`src/design/bcn_texture_block_decoder_assert.svh`:
```
`ifndef BCN_TEXTURE_BLOCK_DECODER_ASSERT_SVH
`define BCN_TEXTURE_BLOCK_DECODER_ASSERT_SVH

// Check a consequence in the same cycle as its cause.
`define BCN_ASSERT_NOW(lbl, ante, cons, msg) \
    lbl: assert property (@(posedge i_clk) disable iff (!i_rst_n) (ante) |-> (cons)) \
        else $error(msg);

// Check a consequence in the cycle after its cause.
`define BCN_ASSERT_NEXT(lbl, ante, cons, msg) \
    lbl: assert property (@(posedge i_clk) disable iff (!i_rst_n) (ante) |=> (cons)) \
        else $error(msg);

`endif

```
`src/design/bcn_tbd_pkg.sv`:
```
package bcn_tbd_pkg;

    localparam logic [1:0] FMT_BC1 = 2'd0;
    localparam logic [1:0] FMT_BC2 = 2'd1;
    localparam logic [1:0] FMT_BC3 = 2'd2;

    localparam int unsigned PIX_PER_BLOCK = 16;

    typedef struct packed {
        logic [63:0] color_block;
        logic [63:0] alpha_block;
    } t_in_item;

    typedef struct packed {
        logic [3:0] pixel_number;
        logic [7:0] red;
        logic [7:0] green;
        logic [7:0] blue;
        logic [7:0] alpha;
        logic       uses_alpha;
        logic       last;
    } t_out_item;

    function automatic logic [7:0] expand5(input logic [4:0] v);
        return {v, v[4:2]};
    endfunction

    function automatic logic [7:0] expand6(input logic [5:0] v);
        return {v, v[5:4]};
    endfunction

    // Truncating x/3 for x <= 765 by reciprocal multiply.
    function automatic logic [7:0] div3(input logic [9:0] x);
        logic [20:0] p;
        p = 21'(x) * 21'd683;
        return p[18:11];
    endfunction

    // Truncating x/5 for x <= 1275.
    function automatic logic [7:0] div5(input logic [10:0] x);
        logic [23:0] p;
        p = 24'(x) * 24'd1639;
        return p[20:13];
    endfunction

    // Truncating x/7 for x <= 1785.
    function automatic logic [7:0] div7(input logic [10:0] x);
        logic [24:0] p;
        p = 25'(x) * 25'd2341;
        return p[21:14];
    endfunction

endpackage

```
`src/design/bcn_texture_block_decoder.sv`:
```
// Channel   Signals                                    Direction
// in        i_in_valid, i_in_data, o_in_stall          block in (color + alpha words)
// out       o_out_valid, o_out_data, i_out_stall       one RGBA pixel out
// cfg       i_cfg_valid, i_cfg_data, o_cfg_ready       format register write
//
// Pixels move one per cycle, while the output does not stall, from the block register
// through the palette logic into the output register, in the order of the pixel counter.
// A new block is taken in the cycle its last pixel moves to the output register,
// so blocks stream with no gap. An accepted block is held in the block register first.
// A stall on the output holds the output register and the pixel counter.
// Reset is synchronous, active low; it clears the format to BC1 and all valids.
module bcn_texture_block_decoder
    import bcn_tbd_pkg::*;
(
    input  logic       i_clk,
    input  logic       i_rst_n,
    input  logic       i_in_valid,
    input  t_in_item   i_in_data,
    output logic       o_in_stall,
    output logic       o_out_valid,
    output t_out_item  o_out_data,
    input  logic       i_out_stall,
    input  logic       i_cfg_valid,
    input  logic [1:0] i_cfg_data,
    output logic       o_cfg_ready
);

`include "bcn_texture_block_decoder_assert.svh"

    logic [1:0]  r_fmt;
    logic        r_blk_vld, n_blk_vld;
    t_in_item    r_blk;
    logic [3:0]  r_pix, n_pix;
    logic        r_out_vld, n_out_vld;
    t_out_item   r_out;

    logic        out_free;
    logic        pix_load;
    logic        in_acc;

    logic [15:0] e0, e1;
    logic        is_bc1, is_bc2, three_mode;
    logic [7:0]  ep0 [3];
    logic [7:0]  ep1 [3];
    logic [7:0]  pal [4][3];
    logic [7:0]  a0, a1;
    logic [7:0]  apal [8];
    logic [31:0] cidx_bits;
    logic [1:0]  ci;
    logic [47:0] aidx_bits;
    logic [5:0]  aidx_pos;
    logic [2:0]  ai;
    logic [3:0]  a4;
    logic [7:0]  alpha;

    assign o_cfg_ready = 1'b1;

    assign out_free   = !r_out_vld || !i_out_stall;
    assign pix_load   = r_blk_vld && out_free;
    assign o_in_stall = r_blk_vld && !(out_free && r_pix == 4'(PIX_PER_BLOCK - 1));
    assign in_acc     = i_in_valid && !o_in_stall;

    // Palette construction from the held block.
    assign e0         = r_blk.color_block[15:0];
    assign e1         = r_blk.color_block[31:16];
    assign is_bc1     = (r_fmt == FMT_BC1);
    assign is_bc2     = (r_fmt == FMT_BC2);
    assign three_mode = is_bc1 && !(e0 > e1);

    assign ep0[0] = expand5(e0[15:11]);
    assign ep0[1] = expand6(e0[10:5]);
    assign ep0[2] = expand5(e0[4:0]);
    assign ep1[0] = expand5(e1[15:11]);
    assign ep1[1] = expand6(e1[10:5]);
    assign ep1[2] = expand5(e1[4:0]);

    always_comb begin
        logic [8:0] half_sum;
        for (int ch = 0; ch < 3; ch++) begin
            half_sum   = {1'b0, ep0[ch]} + {1'b0, ep1[ch]};
            pal[0][ch] = ep0[ch];
            pal[1][ch] = ep1[ch];
            if (three_mode) begin
                pal[2][ch] = half_sum[8:1];
                pal[3][ch] = 8'd0;
            end else begin
                pal[2][ch] = div3({1'b0, ep0[ch], 1'b0} + {2'b00, ep1[ch]});
                pal[3][ch] = div3({2'b00, ep0[ch]} + {1'b0, ep1[ch], 1'b0});
            end
        end
    end

    assign a0 = r_blk.alpha_block[7:0];
    assign a1 = r_blk.alpha_block[15:8];

    always_comb begin
        apal[0] = a0;
        apal[1] = a1;
        for (int k = 2; k < 8; k++) begin
            if (a0 > a1) begin
                apal[k] = div7(11'(8 - k) * {3'b000, a0} + 11'(k - 1) * {3'b000, a1});
            end else if (k < 6) begin
                apal[k] = div5(11'(6 - k) * {3'b000, a0} + 11'(k - 1) * {3'b000, a1});
            end else if (k == 6) begin
                apal[k] = 8'd0;
            end else begin
                apal[k] = 8'd255;
            end
        end
    end

    // Pick the current pixel.
    assign cidx_bits = r_blk.color_block[63:32];
    assign ci        = cidx_bits[{r_pix, 1'b0} +: 2];
    assign a4        = r_blk.alpha_block[{r_pix, 2'b00} +: 4];
    assign aidx_bits = r_blk.alpha_block[63:16];
    assign aidx_pos  = {2'b00, r_pix} + {1'b0, r_pix, 1'b0};
    assign ai        = aidx_bits[aidx_pos +: 3];

    always_comb begin
        if (is_bc1) begin
            alpha = (three_mode && ci == 2'd3) ? 8'd0 : 8'd255;
        end else if (is_bc2) begin
            alpha = {a4, a4};
        end else begin
            alpha = apal[ai];
        end
    end

    // Control: advance the pixel counter on each load, take a new block on the last or when none is held.
    always_comb begin
        n_blk_vld = r_blk_vld;
        n_pix     = r_pix;
        n_out_vld = r_out_vld;
        if (out_free) begin
            n_out_vld = r_blk_vld;
        end
        if (pix_load) begin
            n_pix = r_pix + 4'd1;
            if (r_pix == 4'(PIX_PER_BLOCK - 1)) begin
                n_blk_vld = 1'b0;
            end
        end
        if (in_acc) begin
            n_blk_vld = 1'b1;
            n_pix     = 4'd0;
        end
    end

    always_ff @(posedge i_clk) begin
        if (!i_rst_n) begin
            r_fmt     <= FMT_BC1;
            r_blk_vld <= 1'b0;
            r_pix     <= 4'd0;
            r_out_vld <= 1'b0;
        end else begin
            if (i_cfg_valid && o_cfg_ready) begin
                r_fmt <= i_cfg_data;
            end
            r_blk_vld <= n_blk_vld;
            r_pix     <= n_pix;
            r_out_vld <= n_out_vld;
        end
    end

    always_ff @(posedge i_clk) begin
        if (in_acc) begin
            r_blk <= i_in_data;
        end
        if (pix_load) begin
            r_out.pixel_number <= r_pix;
            r_out.red          <= pal[ci][0];
            r_out.green        <= pal[ci][1];
            r_out.blue         <= pal[ci][2];
            r_out.alpha        <= alpha;
            r_out.uses_alpha   <= is_bc1 ? three_mode : 1'b1;
            r_out.last         <= (r_pix == 4'(PIX_PER_BLOCK - 1));
        end
    end

    assign o_out_valid = r_out_vld;
    assign o_out_data  = r_out;

    `BCN_ASSERT_NEXT(a_acc_restart, in_acc, r_blk_vld && r_pix == 4'd0,
        "accepted block did not restart the pixel counter")
    `BCN_ASSERT_NOW(a_take_on_last, r_blk_vld && !o_in_stall,
        r_pix == 4'(PIX_PER_BLOCK - 1) && out_free,
        "block taken before the held block finished")
    `BCN_ASSERT_NOW(a_block_pending, r_out_vld && !r_out.last, r_blk_vld,
        "pixel shown without its block held")
    `BCN_ASSERT_NEXT(a_pixel_order, o_out_valid && !i_out_stall && !o_out_data.last,
        o_out_valid && o_out_data.pixel_number == $past(o_out_data.pixel_number) + 4'd1,
        "pixel sequence broken")

endmodule
```
`config.mk`:
```
export PLATFORM = sky130hd
export DESIGN_NAME = bcn_texture_block_decoder
export DESIGN_NICKNAME = d
export VERILOG_FILES = /design/src/design/bcn_tbd_pkg.sv /design/src/design/bcn_texture_block_decoder.sv
export VERILOG_INCLUDE_DIRS = /design/src /design/src/design
export SDC_FILE = /design/constraint.sdc
export NUM_CORES = 2
export LEC_CHECK = 0
export ABC_AREA = 1
export BUFFER_PORTS_ARGS = -buffer_cell sky130_fd_sc_hd__buf_2
export CAP_MARGIN = 20
export CORE_ASPECT_RATIO = 0.75
export CORE_MARGIN = 4
export CORE_UTILIZATION = 35
export DETAILED_ROUTE_END_ITERATION = 8
export PLACE_DENSITY_LB_ADDON = 0.12
export SYNTH_ARGS = -nofsm -noshare
export SYNTH_HDL_FRONTEND = slang
export SYNTH_SLANG_ARGS = --single-unit
```
`constraint.sdc`:
```
create_clock -name i_clk -period 22.4 [get_ports i_clk]
set_input_delay 3.36 -clock i_clk [delete_from_list [all_inputs] [get_ports i_clk]]
set_output_delay 3.36 -clock i_clk [all_outputs]
set_load 0.03 [all_outputs]
```
# --- Word level (Yosys, flattened, before mapping) ---
# Index checks and enable logic that the tools add are counted.
classes:
  n_addsub: 21
  mul: 22
  muxes: 24
  n_lt_le_gt_ge: 4
  eq_ne: 3
  bitwise_logic: 3
  reduce_logical: 17
  shifts: 3
op_table:
  columns: ["cell", "n"]
  rows:
  - ["two-way mux 8 bit", 17]
  - ["multiplier 11 x 12 -> 22 bit (second input constant)", 6]
  - ["multiplier 10 x 10 -> 19 bit (second input constant)", 6]
  - ["multiplier 11 x 11 -> 21 bit (second input constant)", 4]
  - ["indexed part select 64 x 7 -> 4 bit", 1]
  - ["binary-select mux 24 bit (select 2 bit)", 1]
  - ["two-way mux 24 bit", 2]
  - ["indexed part select 48 x 7 -> 3 bit", 1]
  - ["multiplier 2 x 8 -> 10 bit (first input constant)", 4]
  - ["indexed part select 32 x 6 -> 2 bit", 1]
  - ["adder 8 x 9 -> 10 bit", 3]
  - ["adder 9 x 8 -> 10 bit", 3]
  - ["adder 8 x 8 -> 9 bit", 3]
  - ["binary-select mux 8 bit (select 3 bit)", 1]
  - ["adder 10 x 10 -> 11 bit", 2]
  - ["multiplier 3 x 8 -> 11 bit (first input constant)", 2]
  - ["> comparator 16 bit", 1]
  - ["adder 10 x 8 -> 11 bit", 1]
  - ["adder 10 x 9 -> 11 bit", 1]
  - ["adder 11 x 8 -> 11 bit", 1]
  - ["adder 11 x 9 -> 11 bit", 1]
  - ["adder 8 x 10 -> 11 bit", 1]
  - ["adder 8 x 11 -> 11 bit", 1]
  - ["adder 9 x 10 -> 11 bit", 1]
  - ["20 further kinds", 32]
word_totals:
  inputBits: 135
  out_inout_bits: 41
  word_cells: 110
  regBits: 174

# --- Depth between registers and ports, before layout ---
logic_depth:
  ltp_word: 9
  depth_mapped: 39
  mapped_depth_nobuf: 39

# --- Least setup slack after synthesis ---
# Ideal clock, no wire load.
synth_path:
  path_kind: "input to register"
  startpoint: "input port i_out_stall"
  endpoint: "register r_blk (netlist bit a0[0]), enable pin"
  path_buffers: 0
  slack_ns: 12.671
  arrival_ns: 9.112
  required_time_ns: 21.783
  setup_time_ns: 0.617
  path_stages: 3
  cell_sequence: "nand2_1 > a21oi_1 > nor2_1"
synth_between:
  elab_chain_cells: 7
synth_lines:
  columns: ["item", "line", "rtl"]
  rows:
  - ["from (decl)", "bcn_texture_block_decoder.sv:22", "input logic i_out_stall,"]
  - ["zero test 1 bit", "bcn_texture_block_decoder.sv:58", "assign out_free = !r_out_vld || !i_out_stall;"]
  - ["logical OR 1 bit", "bcn_texture_block_decoder.sv:58", null]
  - ["logical AND 1 bit", "bcn_texture_block_decoder.sv:60", "assign o_in_stall = r_blk_vld && !(out_free && r_pix == 4'(PIX_PER_BLOCK - 1));"]
  - ["zero test 1 bit", "bcn_texture_block_decoder.sv:60", null]
  - ["logical AND 1 bit", "bcn_texture_block_decoder.sv:60", null]
  - ["net o_in_stall", "bcn_texture_block_decoder.sv:19", "output logic o_in_stall,"]
  - ["zero test 1 bit", "bcn_texture_block_decoder.sv:61", "assign in_acc = i_in_valid && !o_in_stall;"]
  - ["logical AND 1 bit", "bcn_texture_block_decoder.sv:61", null]
  - ["net in_acc", "bcn_texture_block_decoder.sv:39", "logic in_acc;"]
  - ["to (signal assigned)", "bcn_texture_block_decoder.sv:168", "r_blk <= i_in_data;"]
  - ["to (decl)", "bcn_texture_block_decoder.sv:32", "t_in_item r_blk;"]
# The timed path passes the listed nets, and every way through them passes these cells.
# A chain may end at the register's enable or synchronous reset.

# --- Worst setup path in the final report ---
layout_path:
  startpoint: "register r_blk (netlist bit a1[1])"
  endpoint: "register r_out (netlist bit o_out_data[9]), data pin"
layout_between:
  elab_chain_cells: 9
  word_cells_on_any_way: 35
  classes_between: "add/sub (10); mul (13); order compare (1); mux (11)"
layout_lines:
  columns: ["item", "line", "rtl"]
  rows:
  - ["multiplier 2 x 8 -> 10 bit or multiplier 3 x 8 -> 11 bit (tied branches)", "bcn_texture_block_decoder.sv:101, bcn_texture_block_decoder.sv:103", null]
  - ["adder 8 x 11 -> 11 bit, or another cell as far along", "bcn_texture_block_decoder.sv:101", "apal[k] = div7(11'(8 - k) * {3'b000, a0} + 11'(k - 1) * {3'b000, a1});"]
  - ["multiplier 11 x 12 -> 22 bit or multiplier 11 x 11 -> 21 bit (tied branches)", "bcn_tbd_pkg.sv:49, bcn_tbd_pkg.sv:42", null]
  - ["two-way mux 8 bit", "bcn_texture_block_decoder.sv:100", "if (a0 > a1) begin"]
  - ["binary-select mux 8 bit (select 3 bit) (*)", "bcn_texture_block_decoder.sv:126", "alpha = apal[ai];"]
  - ["two-way mux 8 bit (implied by the code) (*) (2 in series)", "bcn_texture_block_decoder.sv:126", null]
  - ["two-way mux 8 bit (*)", "bcn_texture_block_decoder.sv:123", "end else if (is_bc2) begin"]
  - ["two-way mux 8 bit (*)", "bcn_texture_block_decoder.sv:121", "if (is_bc1) begin"]
  - ["net alpha[7]", "bcn_texture_block_decoder.sv:54", "logic [7:0] alpha;"]
  - ["to (decl)", "bcn_texture_block_decoder.sv:35", "t_out_item r_out;"]
# Mark *: on every way through the listed nets, which the timed path passes. The rest lies on a longest branch. The select of a mux whose other input is x is not followed.

==> qor.csv <==
metric,value,unit
start_util,35.2,%
ant_nets,0,
critPathMaxFanout,12,
ys_ff_latch,174,
first_iter_violations,2657,
clock-root-buffer,clkbuf_16,
synthesis.nets,7290,
fin_worst_skew,0.0188,ns
drc_errors,0,
first_pass_iters,5,
overflow,0,
fin_crit,8.21,ns
critPathTopFamily,adder cells,
htree_levels,4,
setup_viol,0,
status,completed,
fmax,0.122,GHz
arrival,8.47,ns
fp-row-count,114,
hold_viol,0,
max-clock-path-buffers,2,
yosys.area_share.xor_xnor,3.66,%
slowest_stage,edfxtp_1,
final_cell_mix,"ha_1, nand2_1, inv_1",
synth_cell_types,54,
synth_top_family_by_area,adder cells,
port_buffers,174,
min_path_type,flip-flop to flip-flop,
synthMuxAreaShare,0,%
drive_gt1_share,4.76,%
hold_buffers,0,
path_buf_inv,5,
syn_inst,5613,
via_per_inst,5.03,
grt.busiest_layer,met1,
globalplace.congestion,0.907,
antenna_found_initial,6,
tns,0,ns
ios,176,
cp.depth,37,
netlist_area,0.0454,mm2
crit_path_start_kind,flip-flop,
seq_area_frac_synth,11.3,%
fin_nets,7447,
synth_compound_area_share,10.7,%
grt_max_degree,76,
grt_pass1_vias,37500,
synth_area_per_cell,8.09,um2
cts.clk_slew.worst_paths,0.09,ns
synthArstFlopShare,0,%
cts_buffers,17,
postCtsSetupBuffers,0,
synth_edf_count,166,
min_period_over_period,36.7,%
cp.required,22.66,ns
worstHoldPathCells,2,
die_x,424,um
finalMaxSlewViolations,0,
place_hpwl,119,mm
cts.sinks,174,
tritoncts,yes,
core-area,0.129,mm2
gr-usage-met3,3.59,%
yosysWarnings,0,
grtUsageMet1,32.7,%
grt_pass1_wl,218,mm
cp-end-kind,flip-flop,
insertion_delay,0.51,ns
r2r_cells,37,
cts_resized,0,
worstMarginPinSlew,1.07,ns
layout_commonest_cell,ha_1,
vias,37800,
maxCapViolCount,0,
critPathMaxStageDelay,0.77,ns
slew-limit-headroom,28.2,%
synthSimpleGateAreaFrac,16.7,%
wl,139,mm
fp.dieH,320,um
path_class,flip-flop to flip-flop,
yosys.area_share.adder,48.9,%
area_growth,7.83,%
synth-main-ff-cell,edfxtp_1,
die_area,0.136,mm2
grt.total_usage,20.5,%
cp_common_cell,nand2_1,
rsz0062_at_grt,false,
met2_usage,28.7,%
wl_per_cell,18.4,um
registers in the layout, summed over array words and instances, names as in the netlist, 2 cells and up:
register,count
aidx_bits,48
o_out_data,38
cidx_bits,32
e0,16
e1,16
a0,8
a1,8
r_pix,4
r_fmt,2
per-stage QoR:
step	hold WS [ns]	util, %	cell area (um2)	instances	worst slack [ns]
5_1_grt	0.565	38.0	49000	7524	13.58
4_1_cts	0.528	38.0	49000	7523	14.32
3_3_place_gp	0.513	37.5	48300	7490	14.39
6_report	0.524	38.0	49000	7524	14.19
3_5_place_dp	0.509	37.5	48400	7491	14.36
2_1_floorplan	0.448	-	45400	5613	12.67
tightest hold or removal path: stages, from the launching register on:
cell and delay (ns):
dfxtp_1 0.31, nand2_1 0.10, a21oi_1 0.07
cell type report:
class	count	area, um2
diodes	1	2.50
repair buffers	205	1110
well taps	1740	2180
inverters	961	3610
fillers	13400	79800
clock buffers	17	425
flip-flops and latches	174	5150
multi-input cells	4411	36300
clock inverters	15	175
worst paths after layout:
kind | startpoint | to | slack, ns
worst max-delay path | a1[1] | o_out_data[9] | 14.19
worst min-delay path | o_out_valid | o_out_valid | 0.52
worst min register to register | o_out_valid | o_out_valid | 0.52
worst max register to register | a1[1] | o_out_data[9] | 14.19
cells by family after synthesis:
family / Yosys count
AO/OA/AOI/OAI: 870
XOR/XNOR: 189
adder cells (fa/ha/maj): 1542
buffers and inverters: 1028
flip-flops: 174
other: 1
AND/OR/NAND/NOR: 1809
cell usage after synthesis, types with 23 or more instances:
cell	instances	area share (%)
nor2_1	293	2.4
xor2_1	112	2.2
a31oi_1	31	0.43
ha_1	1156	32
clkbuf_1	23	0.19
a21oi_1	406	4.5
inv_1	956	7.9
fa_1	386	17
nand2_1	1000	8.3
nor3_1	28	0.31
xnor2_1	76	1.5
buf_2	26	0.29
o211ai_1	33	0.55
nand3_1	383	4.2
nand4_1	50	0.69
o21ai_0	261	2.9
edfxtp_1	166	11
o21bai_1	28	0.46
routing by layer:
layer  part of all wire, %  wire, um
met1                    54     74300
met3                   6.2      8600
met5                     0         0
met4                   1.5      2140
met2                    39     53500
Power is left out: the tool's default activity adds up to more than one toggle a clock period on the data nets, which glitch-free logic cannot reach.
